==> src/rtl/core/oaht_queue.sv <==
// two-word queue between front and back end
`default_nettype none
module oaht_queue #(
    parameter int WIDTH = 8
) (
    input  wire logic             i_clk,
    input  wire logic             i_rst_n,
    input  wire logic             i_push,
    output logic                  o_ready,
    input  wire logic [WIDTH-1:0] i_wdata,
    output logic                  o_valid,
    input  wire logic             i_pop,
    output logic      [WIDTH-1:0] o_rdata
);
    logic [WIDTH-1:0] r_mem [2];
    logic             r_wp;
    logic             r_rp;
    logic [1:0]       r_cnt;
    logic             push;
    logic             pop;

    assign o_ready = (r_cnt != 2'd2);
    assign o_valid = (r_cnt != 2'd0);
    assign push    = i_push && o_ready;
    assign pop     = i_pop && o_valid;
    assign o_rdata = r_mem[r_rp];

    always_ff @(posedge i_clk) begin
        if (!i_rst_n) begin
            r_wp  <= 1'b0;
            r_rp  <= 1'b0;
            r_cnt <= 2'd0;
        end else begin
            if (push) r_wp <= ~r_wp;
            if (pop) r_rp <= ~r_rp;
            if (push && !pop) r_cnt <= r_cnt + 2'd1;
            else if (pop && !push) r_cnt <= r_cnt - 2'd1;
        end
    end

    always_ff @(posedge i_clk) begin
        if (push) r_mem[r_wp] <= i_wdata;
    end
endmodule
`default_nettype wire

==> config.mk <==
export PLATFORM = sky130hd
export DESIGN_NAME = oaht_queue
export DESIGN_NICKNAME = d
export VERILOG_FILES = /design/src/rtl/core/oaht_queue.sv
export SDC_FILE = /design/constraint.sdc
export NUM_CORES = 1
export LEC_CHECK = 0
export BUFFER_PORTS_ARGS = -buffer_cell sky130_fd_sc_hd__buf_2
export CAP_MARGIN = 20
export CORE_UTILIZATION = 49
export DETAILED_ROUTE_END_ITERATION = 6
export GPL_ROUTABILITY_DRIVEN = 1
export PLACE_DENSITY = 0.75
export SLEW_MARGIN = 20
export SYNTH_ARGS = -nofsm -noshare
export SYNTH_HDL_FRONTEND = slang
export SYNTH_SLANG_ARGS = --single-unit
==> constraint.sdc <==
create_clock -name i_clk -period 2 [get_ports i_clk]
set_input_delay 0.1 -clock i_clk [delete_from_list [all_inputs] [get_ports i_clk]]
set_output_delay 0.1 -clock i_clk [all_outputs]
set_load 0.01 [all_outputs]
==> results.json <==
{
  "slew_viol_final": 0,
  "ant_nets": 0,
  "antenna_found_initial": 0,
  "outcome": "finished, final reports clean",
  "wirelength_um": 1160,
  "ios": 22,
  "core_area_um2": 1520,
  "layout-drive-gt1-share_pct": 42.7,
  "grt_max_degree": 12,
  "endpoint_kind": "flip-flop",
  "drc": 0,
  "drv_cap": 0,
  "htreeDepth": 1,
  "fill_cells": 118,
  "track_usage_pct": 15.1,
  "finalNonFillerCells": 98,
  "worstPathRequired_ns": 2.23,
  "cts_buffers": 3,
  "gp_congestion": 0.654,
  "setup_tns_ns": 0,
  "power_frac_clock_pct": 16.3,
  "min_path_type": "in2reg",
  "syn_inst": 50,
  "ir_worst_vdd_mv": 0.729,
  "synthDistinctLibCells": 17,
  "worstPathArrival_ns": 1.81,
  "leakage_nw": 0.421,
  "syn-num-nets": 63,
  "p_seq_share_pct": 52.9,
  "cp_max_fo": 5,
  "path_class": "reg2reg",
  "drtIter0Drc": 3,
  "ys_seq_elements": 21,
  "critPathLaunchType": "flip-flop",
  "rows": 14,
  "fp.dieH_um": 42.6,
  "synth.yosys.seq_area_share_pct": 71.7,
  "postCtsSetupBuffers": 0,
  "cts_resized": 0,
  "post_cts_hold_buffer_count": 7,
  "power_frac_comb_pct": 30.8,
  "avgSynthCellArea_um2": 16.2,
  "p_sw_share_pct": 28.7,
  "tightest_slew_ns": 0.363,
  "first_global_vias": 501,
  "setup_ws_ns": 0.417,
  "rsz0062_at_grt": "false",
  "grt_pass1_wl_um": 1980,
  "port_buffers": 21,
  "dieArea_um2": 1820,
  "critPathMaxStageDelay_ns": 0.38,
  "place_inst": 86,
  "grt_overflow": 0,
  "fin_total_pwr_mw": 1.15,
  "cts_sinks": 21,
  "first_pass_iters": 2,
  "pre_cts_ws_ns": 0.442,
  "power.switching_uw": 331,
  "setup_violations": 0,
  "cts_tree": "done",
  "synth_warnings": 0,
  "num_antenna_cells": 0,
  "intPower_uw": 823,
  "finalCritPeriodShare_pct": 79.1,
  "path_cells": "nand2b_4 > and2_1 > ha_1 > or3_1 > a21oi_1",
  "max_freq_mhz": 632,
  "crit_slowest_cell": "or3_1",
  "final_hold_viol_count": 0,
  "synth_area_um2": 810,
  "syn_to_final_growth_pct": 28.0,
  "fin_crit_ns": 1.58,
  "num_vias": 496,
  "fin_skew_ns": 0.00104,
  "slew_headroom_pct": 75.8,
  "die_w_um": 42.6,
  "clk-insertion-delay-late_ns": 0.28,
  "power.density_nw_per_um2": 1110,
  "start_util_pct": 53.1,
  "place_hpwl_um": 868,
  "nets": 96,
  "path_clk_slew_ns": 0.10,
  "post_drt_wl_per_cell_um": 11.9,
  "clockRootBuffer": "clkbuf_4",
  "via_per_inst": 5.06,
  "clock_path_buffers": 2
}
==> per-layer routing <==
layer  share of wire [%]  GRT usage [%]  vias up
met5                   0              0        -
met4                   0           7.50        0
met3                 4.6           2.59        0
met2                  54           26.4       13
met1                  42           17.7      237
li1                    -              -      246
==> final timing paths <==
kind                            startpoint  slack (ns)   endpoint  cells past startpoint
worst max-delay path              r_cnt[0]        0.42   r_cnt[1]                      5
worst min-delay path               i_rst_n         0.1  flip-flop                      3
worst max register to register    r_cnt[0]        0.42   r_cnt[1]                      5
worst min register to register        r_rp        0.53  flip-flop                      2
==> cell families after synthesis <==
kind of cell             share of synthesized area (%)
flip-flops                                        71.7
multiplexers                                      11.1
buffers and inverters                             1.55
AO/OA/AOI/OAI                                     3.71
AND/OR/NAND/NOR                                   7.11
adder cells (fa/ha/maj)                           1.55
XOR/XNOR                                          3.25
==> placed cells by master, fill, tap and decap left out, types with 2 or more instances in the layout <==
cell type,instances
a21oi_1,2
buf_2,21
clkbuf_4,3
dfxtp_1,5
dlygate4sd3_1,8
edfxtp_1,16
inv_1,2
mux2_2,8
nor2_1,3
o21ai_0,2
xor2_1,3
==> state kept, by name, indices dropped and copies added, names as in the netlist, named ones only <==
register  count
r_rp          1
r_wp          1
r_cnt         2
r_mem        16
==> stage by stage <==
stage                     utilization, %  instance area (um2)  hold WS, ns
after floorplan                        -                  810        0.199
after global placement              61.0                  930        0.288
after detailed placement            61.0                  930        0.294
after CTS                           67.3                 1030      0.00326
after global routing                68.0                 1040        0.112
final                               68.0                 1040       0.0961
==> final cells by class <==
cell class / count / area, um2 / share of cell area, %
clock buffers: 4 / 26.3 / 2.54
repair buffers: 29 / 185 / 17.9
well taps: 16 / 20.0 / 1.93
multi-input cells: 26 / 216 / 20.9
inverters: 2 / 7.51 / 0.725
flip-flops and latches: 21 / 581 / 56.0
==> cell usage after synthesis <==
library cell	count	share of area, %
and2_1	1	0.77
nand3b_1	1	0.93
dfxtp_1	5	12
a21oi_1	2	1.2
ha_1	1	1.5
a21bo_2	1	1.2
or3_1	1	0.77
edfxtp_1	16	59
or2_2	1	0.77
inv_1	2	0.93
mux2_2	8	11
and3_1	1	0.77
buf_2	1	0.62
nand2b_4	1	1.7
nor2_1	3	1.4
o21ai_0	2	1.2
xor2_1	3	3.2
==> critical path: cells and delay by family, from the launching register on <==
family | cells | cell delay, ns
simple gates | 3 | 0.71
compound gates | 1 | 0.13
flops | 1 | 0.37
fa+ha+maj | 1 | 0.32
==> power groups by stage <==
stage | registers (mW) | logic (mW) | clock network [mW]
final | 0.611 | 0.355 | 0.188
after global routing | 0.623 | 0.398 | 0.212
after CTS | 0.614 | 0.360 | 0.196
after detailed placement | 0.624 | 0.346 | 0
after global placement | 0.618 | 0.338 | 0
after floorplan | 0.592 | 0.266 | 0
(Power assumes the default switching activity.)
