[config.mk]
export PLATFORM = sky130hd
export DESIGN_NAME = oaht_front
export DESIGN_NICKNAME = d
export VERILOG_FILES = /design/src/rtl/core/oaht_pkg.sv /design/src/rtl/core/oaht_front.sv
export SDC_FILE = /design/constraint.sdc
export NUM_CORES = 1
export LEC_CHECK = 0
export BUFFER_PORTS_ARGS = -buffer_cell sky130_fd_sc_hd__buf_2
export CORE_MARGIN = 1.5
export CORE_UTILIZATION = 25
export DETAILED_ROUTE_END_ITERATION = 12
export GPL_ROUTABILITY_DRIVEN = 0
export HOLD_SLACK_MARGIN = 0.12
export MAX_ROUTING_LAYER = met4
export PLACE_DENSITY = 0.43
export REMOVE_ABC_BUFFERS = 1
export SLEW_MARGIN = 10
export SYNTH_ARGS = -nofsm -noshare
export SYNTH_HDL_FRONTEND = slang
export SYNTH_SLANG_ARGS = --single-unit
[constraint.sdc]
create_clock -name i_clk -period 6.4 [get_ports i_clk]
set_clock_uncertainty 0.2 [all_clocks]
set_input_delay 0.64 -clock i_clk [delete_from_list [all_inputs] [get_ports i_clk]]
set_output_delay 0.64 -clock i_clk [all_outputs]
set_load 0.01 [all_outputs]
[src/rtl/core/oaht_pkg.sv]
// shared types, codes and key functions of the hash table
`default_nettype none
package oaht_pkg;
    typedef logic [1:0] t_req;
    typedef logic [2:0] t_status;

    localparam t_req REQ_FIND   = 2'd0;
    localparam t_req REQ_STORE  = 2'd1;
    localparam t_req REQ_DELETE = 2'd2;
    localparam t_req REQ_CLEAR  = 2'd3;

    localparam t_status ST_HIT     = 3'd0;
    localparam t_status ST_MISS    = 3'd1;
    localparam t_status ST_STORED  = 3'd2;
    localparam t_status ST_REMOVED = 3'd3;
    localparam t_status ST_FULL    = 3'd4;
    localparam t_status ST_CLEARED = 3'd5;

    localparam logic CFG_TABLE_SIZE = 1'b0;
    localparam logic CFG_HASH_ONLY  = 1'b1;

    localparam int KEY_W      = 64;
    localparam int HASH_W     = 21;
    localparam int CNT_W      = 10;
    localparam int SLOT_W     = 9;
    localparam int MOD_BITS   = 3;
    localparam int MOD_CYC    = HASH_W / MOD_BITS;
    localparam int HASH_MUL   = 157;
    localparam int SHIFT_MUL  = 11;
    localparam int SHIFT_MASK = 15;

    localparam logic [9:0] SIZE_RESET = 10'd509;
    localparam logic [CNT_W-1:0] CNT_MAX = 10'd1023;

    // bytes before the first zero byte, within the key length
    function automatic logic [KEY_W-1:0] norm_key(input logic [KEY_W-1:0] key,
                                                  input int unsigned nbytes);
        logic [KEY_W-1:0] n;
        logic alive;
        n = '0;
        alive = 1'b1;
        for (int k = 0; k < 8; k++) begin
            if (key[8*k +: 8] == 8'h00 || k >= nbytes) alive = 1'b0;
            if (alive) n[8*k +: 8] = key[8*k +: 8];
        end
        return n;
    endfunction

    // xor of shuffled bytes, zero bytes add nothing
    function automatic logic [HASH_W-1:0] key_hash(input logic [KEY_W-1:0] key);
        logic [HASH_W-1:0] h;
        logic [15:0] p;
        h = '0;
        for (int k = 0; k < 8; k++) begin
            int sh;
            sh = (SHIFT_MUL * (k + 1)) & SHIFT_MASK;
            p = 16'(key[8*k +: 8]) * 16'(HASH_MUL);
            h = h ^ (HASH_W'(p[7:0]) << sh);
        end
        return h;
    endfunction
endpackage
`default_nettype wire

[src/rtl/core/oaht_front.sv]
// front end: accepts requests, hashes the key and finds the start slot
`default_nettype none
module oaht_front #(
    parameter int MAX_SLOTS  = 512,
    parameter int KEY_BYTES  = 8,
    parameter int DATA_WIDTH = 32
) (
    input  wire logic                             i_clk,
    input  wire logic                             i_rst_n,
    input  wire logic                             i_hold,
    input  wire logic                             i_valid,
    output logic                                  o_stall,
    input  wire oaht_pkg::t_req                   i_req,
    input  wire logic [oaht_pkg::KEY_W-1:0]       i_key,
    input  wire logic [DATA_WIDTH-1:0]            i_data,
    input  wire logic [$clog2(MAX_SLOTS):0]       i_size,
    output logic                                  o_q_valid,
    input  wire logic                             i_q_ready,
    output oaht_pkg::t_req                        o_req,
    output logic [oaht_pkg::KEY_W-1:0]            o_key,
    output logic [oaht_pkg::HASH_W-1:0]           o_hash,
    output logic [$clog2(MAX_SLOTS)-1:0]          o_start,
    output logic [DATA_WIDTH-1:0]                 o_data
);
    localparam int IW   = $clog2(MAX_SLOTS);
    localparam int CNTW = $clog2(oaht_pkg::MOD_CYC + 1);
    localparam int HW   = oaht_pkg::HASH_W;

    localparam logic [1:0] F_IDLE = 2'd0;
    localparam logic [1:0] F_MOD  = 2'd1;
    localparam logic [1:0] F_PUSH = 2'd2;

    logic [1:0]                    r_state;
    oaht_pkg::t_req                r_req;
    logic [oaht_pkg::KEY_W-1:0]    r_key;
    logic [HW-1:0]                 r_hash;
    logic [HW-1:0]                 r_shreg;
    logic [IW-1:0]                 r_rem;
    logic [CNTW-1:0]               r_cnt;
    logic [DATA_WIDTH-1:0]         r_data;
    logic [HW-1:0]                 n_shreg;
    logic [IW-1:0]                 n_rem;
    logic [oaht_pkg::KEY_W-1:0]    norm;
    logic                          accept;

    assign o_stall = (r_state != F_IDLE) || i_hold;
    assign accept  = i_valid && !o_stall;
    assign norm    = oaht_pkg::norm_key(i_key, KEY_BYTES);

    // restoring remainder, MOD_BITS hash bits per cycle
    always_comb begin
        logic [IW:0] tmp;
        n_rem   = r_rem;
        n_shreg = r_shreg;
        for (int j = 0; j < oaht_pkg::MOD_BITS; j++) begin
            tmp     = {n_rem, n_shreg[HW-1]};
            n_shreg = n_shreg << 1;
            if (tmp >= i_size) tmp = tmp - i_size;
            n_rem = tmp[IW-1:0];
        end
    end

    always_ff @(posedge i_clk) begin
        if (!i_rst_n) begin
            r_state <= F_IDLE;
        end else begin
            unique case (r_state)
                F_IDLE: begin
                    if (accept) r_state <= F_MOD;
                end
                F_MOD: begin
                    if (r_cnt == CNTW'(oaht_pkg::MOD_CYC - 1)) r_state <= F_PUSH;
                end
                F_PUSH: begin
                    if (i_q_ready) r_state <= F_IDLE;
                end
                default: r_state <= F_IDLE;
            endcase
        end
    end

    always_ff @(posedge i_clk) begin
        if (accept) begin
            r_req   <= i_req;
            r_key   <= norm;
            r_hash  <= oaht_pkg::key_hash(norm);
            r_shreg <= oaht_pkg::key_hash(norm);
            r_data  <= i_data;
            r_rem   <= '0;
            r_cnt   <= '0;
        end else if (r_state == F_MOD) begin
            r_shreg <= n_shreg;
            r_rem   <= n_rem;
            r_cnt   <= r_cnt + 1'b1;
        end
    end

    assign o_q_valid = (r_state == F_PUSH);
    assign o_req     = r_req;
    assign o_key     = r_key;
    assign o_hash    = r_hash;
    assign o_start   = r_rem;
    assign o_data    = r_data;
endmodule
`default_nettype wire

==> results.md <==
- The flow ran to the end, and the final reports show no timing, DRC or antenna violations.
- The most critical setup path has its startpoint at r_shreg[20]$_DFFE_PP_.
- The relative contribution of the clock network to total power is 22.4%.
- The finished layout holds 1867 standard cells, fillers aside.
- The number of pins exceeding their max-slew limit in the final report was 0.
- The largest net degree at the start of global routing is 104.
- The height of the die is about 210 microns.
- The number of distinct library cells after synthesis is 60.
- The startpoint of the worst-slack reg-to-reg timing path is r_shreg[20]$_DFFE_PP_.
- Counting along the longest clock path gives a buffer depth of 2.
- IR analysis of the VDD net gives a maximum drop of 0.123 mV.
- The end of the worst register-to-register path is o_start[6]$_SDFFE_PP0P_.
- The initial core utilization is 25.4%.
- The reported max-cap violation count is 0.
- The count of pins on the block boundary is 243.
- The overall overflow remaining after global route is 0.
- The critical path runs through a total of 27 cells.
- The critical path endpoint category is a flop.
- The flip-flop and latch count after synthesis is around 150.
- The mean routed wirelength per cell is between 15 and 20 microns.
- The share of total power in combinational logic is roughly half.
- Data on the critical path arrives at its endpoint at slightly above 6 ns.
- In this run the worst setup path terminates at o_start[6]$_SDFFE_PP0P_.
- The maximum clock frequency is 167 MHz.
- STA puts the critical path data required time at 6.60 ns.
- A synthesized cell averages ~12 sq um.
- The floorplan has between 70 and 80 rows.
- The clock sink count is 151.
- The number of buffers created by CTS is 17.
- The total power is 0.00485 W.
- Power spread over the standard cell area amounts to about 340 nW/um^2.
- The post-synthesis instance area is ~11000 sq um.
- The internal power is 0.00303 W.
- The leading cell type in the layout, fill and taps excluded is sky130_fd_sc_hd__buf_2.
- The count of TritonRoute iterations in the first routing pass is 4.
- The net total in the final layout is 1578.
- The number of synthesized flops with an enable pin is 137.
- The die is 212 microns wide.
- The filler cell count in the final layout is between 4000 and 5000.
- The ratio of routed vias to standard cells is 4.17.
- The worst hold path begins at i_rst_n.
- The total via count in the routed design is 7784.
- The top cell types in the final layout, fill and taps aside, are 241 x sky130_fd_sc_hd__buf_2, 147 x sky130_fd_sc_hd__ha_1, 137 x sky130_fd_sc_hd__edfxtp_1, 125 x sky130_fd_sc_hd__inv_1, 114 x sky130_fd_sc_hd__xnor2_1.
- The H-tree was split into 4 levels.
- The largest fanout of any net on the critical path is 10.
- The number of antenna violations at the first check in global routing is 0.
- The final hold violation count is 0.
- On the critical path the largest part of the delay comes from compound AO/OA/AOI/OAI gates.
- The number of nets with antenna violations after detailed routing is 0.
- Prior to clock tree synthesis, the placed netlist has a worst setup slack of 0.0483 ns.
- The global router's overall resource usage is 14.6%.
- Across all setup checks in the final design, the least slack found is 0.413 ns.
- The most common flop cell mapped by yosys is sky130_fd_sc_hd__edfxtp_1.
- For the finished layout, the period the worst path requires is 5.99 ns.
- The violation count after the first detailed-route iteration is a little over 400.
- The overall die area is roughly 45000 sq um.
- The wire length reported by the detailed router is 30.9 mm.
- The number of global-route vias before repair is 8044.
- The type of origin of the critical path is a flop.
- The length in cells of the worst reg-to-reg path is 27.
- The number of synthesis warnings is 0.
- Relative to the synthesized area, the layout overhead comes to 29.0%.
- The total core area is 43200 sq um.
- The pin slew with the least headroom to its limit is 0.978 ns.
- The final clock period utilization by the worst path is 93.5%.
- The share of flip-flops with an asynchronous set or reset is 0%.
- In this run the tightest slew margin relative to its limit is a little over a third.
- The highest cell delay on the worst timing path is 0.40 ns.
- The number of buffer cells added on primary ports is 241.
- By startpoint and endpoint, the worst setup path is classified as reg -> reg.
- The cell leakage power is 6.35 nW.
- Cells with a size suffix above 1 make up 27.2% of the layout.
- Sequential cells were found to cover around two fifths of the synthesized design area.
- In this run the register-to-register setup slack is 0.41 ns.
- The cell at the slowest stage of the critical path is sky130_fd_sc_hd__fa_1.
- After clock tree synthesis, the clock-pin slew on the worst setup and hold paths is 0.07 ns.
- The buffer cell driving the clock tree root is sky130_fd_sc_hd__clkbuf_16.
- For this design the total switching power over the nets is 0.00182 W.
- The number of instances in the synthesized netlist is roughly 950.
- Clock latency on the worst-skew pair, taken at its later pin, is about 0.46 ns.
- The first-pass GRT wire length is 46.7 mm.
- The CTS tree is done.
- The number of remaining DRC errors is 0.
- The number of buffers and inverters on the critical path is 5.
- The path category of the worst min-delay check is in -> reg.
- In this run switching power makes up 37.5% of total power.
- The number of endpoints failing setup at the final stage is 0.
- Counting tap cells, the placed design contains a total of 1798 instances.
- The post-detailed-placement half-perimeter wirelength is about 25 mm.
- The relative contribution of sequential cells to total power is 27.7%.
- Setup repair after global routing left no endpoint under its margin.
## final cells by class
type / instances / area [sq um] / share of cell area [%]
timing repair buffer: 321 / 1890 / 13.4
sequential: 151 / 4390 / 31.0
multi-input combinational: 651 / 6040 / 42.7
inverter: 126 / 478 / 3.38
antenna: 1 / 2.50 / 0.0177
clock inverter: 15 / 190 / 1.34
clock buffer: 17 / 425 / 3.01
tap: 585 / 732 / 5.17
## per-stage QoR
| step | area, sq um | utilization [%] | hold slack (ns) | setup TNS (ns) |
|---|---|---|---|---|
| 6_report | 14200 | 32.8 | 0.191 | 0 |
| 5_1_grt | 14200 | 32.8 | 0.175 | 0 |
| 4_1_cts | 14100 | 32.7 | 0.139 | 0 |
| 3_5_place_dp | 13200 | 30.5 | 0.288 | 0 |
| 3_3_place_gp | 13200 | 30.5 | 0.270 | 0 |
| 2_1_floorplan | 10900 | - | 0.255 | -0.0338 |
## how the worst min path moves through the flow
stage                                   end  slack, ns  cells past startpoint
global placement      r_cnt[1]$_SDFFE_PP0P_       0.27                      2
finish              r_state[0]$_SDFFE_PN0P_       0.19                      2
floorplan             r_cnt[1]$_SDFFE_PP0P_       0.25                      2
CTS                 r_state[0]$_SDFFE_PN0P_       0.14                      2
global route             o_key[6]$_DFFE_PP_       0.17                      1
detailed placement    r_cnt[1]$_SDFFE_PP0P_       0.29                      2
## cells in the mapped netlist, types with 4 or more instances
cell	count	area (sq um)
sky130_fd_sc_hd__or4_1	4	30.0
sky130_fd_sc_hd__edfxtp_1	137	4110
sky130_fd_sc_hd__and3_1	9	56.3
sky130_fd_sc_hd__nand3_1	9	45.0
sky130_fd_sc_hd__mux2_2	15	169
sky130_fd_sc_hd__nand2_1	53	199
sky130_fd_sc_hd__a21o_1	16	120
sky130_fd_sc_hd__xnor2_1	114	998
sky130_fd_sc_hd__nor3_1	6	30.0
sky130_fd_sc_hd__nor2b_1	8	50.1
sky130_fd_sc_hd__and2_1	46	288
sky130_fd_sc_hd__xor2_1	26	228
sky130_fd_sc_hd__a21oi_1	25	125
sky130_fd_sc_hd__o21a_1	5	37.5
sky130_fd_sc_hd__nor4_1	6	37.5
sky130_fd_sc_hd__o21ai_0	22	110
sky130_fd_sc_hd__nor2_1	28	105
sky130_fd_sc_hd__o21bai_1	4	30.0
sky130_fd_sc_hd__mux2i_1	7	70.1
sky130_fd_sc_hd__fa_1	50	1000
sky130_fd_sc_hd__nand4_1	4	25.0
sky130_fd_sc_hd__dfxtp_1	14	280
sky130_fd_sc_hd__inv_1	126	473
sky130_fd_sc_hd__a22oi_1	5	37.5
sky130_fd_sc_hd__ha_1	147	1840
sky130_fd_sc_hd__clkbuf_1	11	41.3
## power by group through the flow
stage / logic (W) / clock network (W) / registers, W
finish: 0.00242 / 0.00109 / 0.00134
global route: 0.00272 / 0.00117 / 0.00135
CTS: 0.00246 / 0.00114 / 0.00134
detailed placement: 0.00243 / 0 / 0.00136
global placement: 0.00243 / 0 / 0.00137
floorplan: 0.00160 / 0 / 0.00139
## registers in the layout (all words and copies together), names as in the netlist
signal,flops
o_hash,19
r_state,2
o_req,2
r_shreg,20
o_data,32
r_cnt,3
o_key,64
o_start,9
## repair_timing
action,in CTS,in global routing
gates resized for setup,0,7
setup endpoints to repair,0,7
hold endpoints to repair,34,0
buffers inserted,0,2
hold buffers,34,0
## cells by family (layout without fill, tap and decap cells)
kind of cell	Yosys count	count (layout)	synth area share (%)
other	1	2	0.0342
AO/OA/AOI/OAI	101	101	6.25
flip-flops	151	151	40.1
multiplexers	22	22	2.18
buffers and inverters	143	479	5.06
XOR/XNOR	142	142	11.5
AND/OR/NAND/NOR	188	188	9.01
adder cells (fa/ha/maj)	197	197	25.9
## metal layers
layer	vias up	wire length [microns]	global-route usage (%)
met2	152	14400	22.6
met4	0	410	4.77
met5	-	0	-
met1	3721	15000	19.1
met3	21	1110	2.81
li1	3890	-	-
## worst register-to-register path: cells and delay by family, from the launching register on
family | cells | cell delay, ns
buffers and inverters | 5 | 0.76
adder cells (fa/ha/maj) | 4 | 1.20
AO/OA/AOI/OAI | 11 | 2.23
AND/OR/NAND/NOR | 6 | 0.81
flip-flops | 1 | 0.36
multiplexers | 1 | 0.37
No activity file was read; power rests on OpenSTA's default activity.
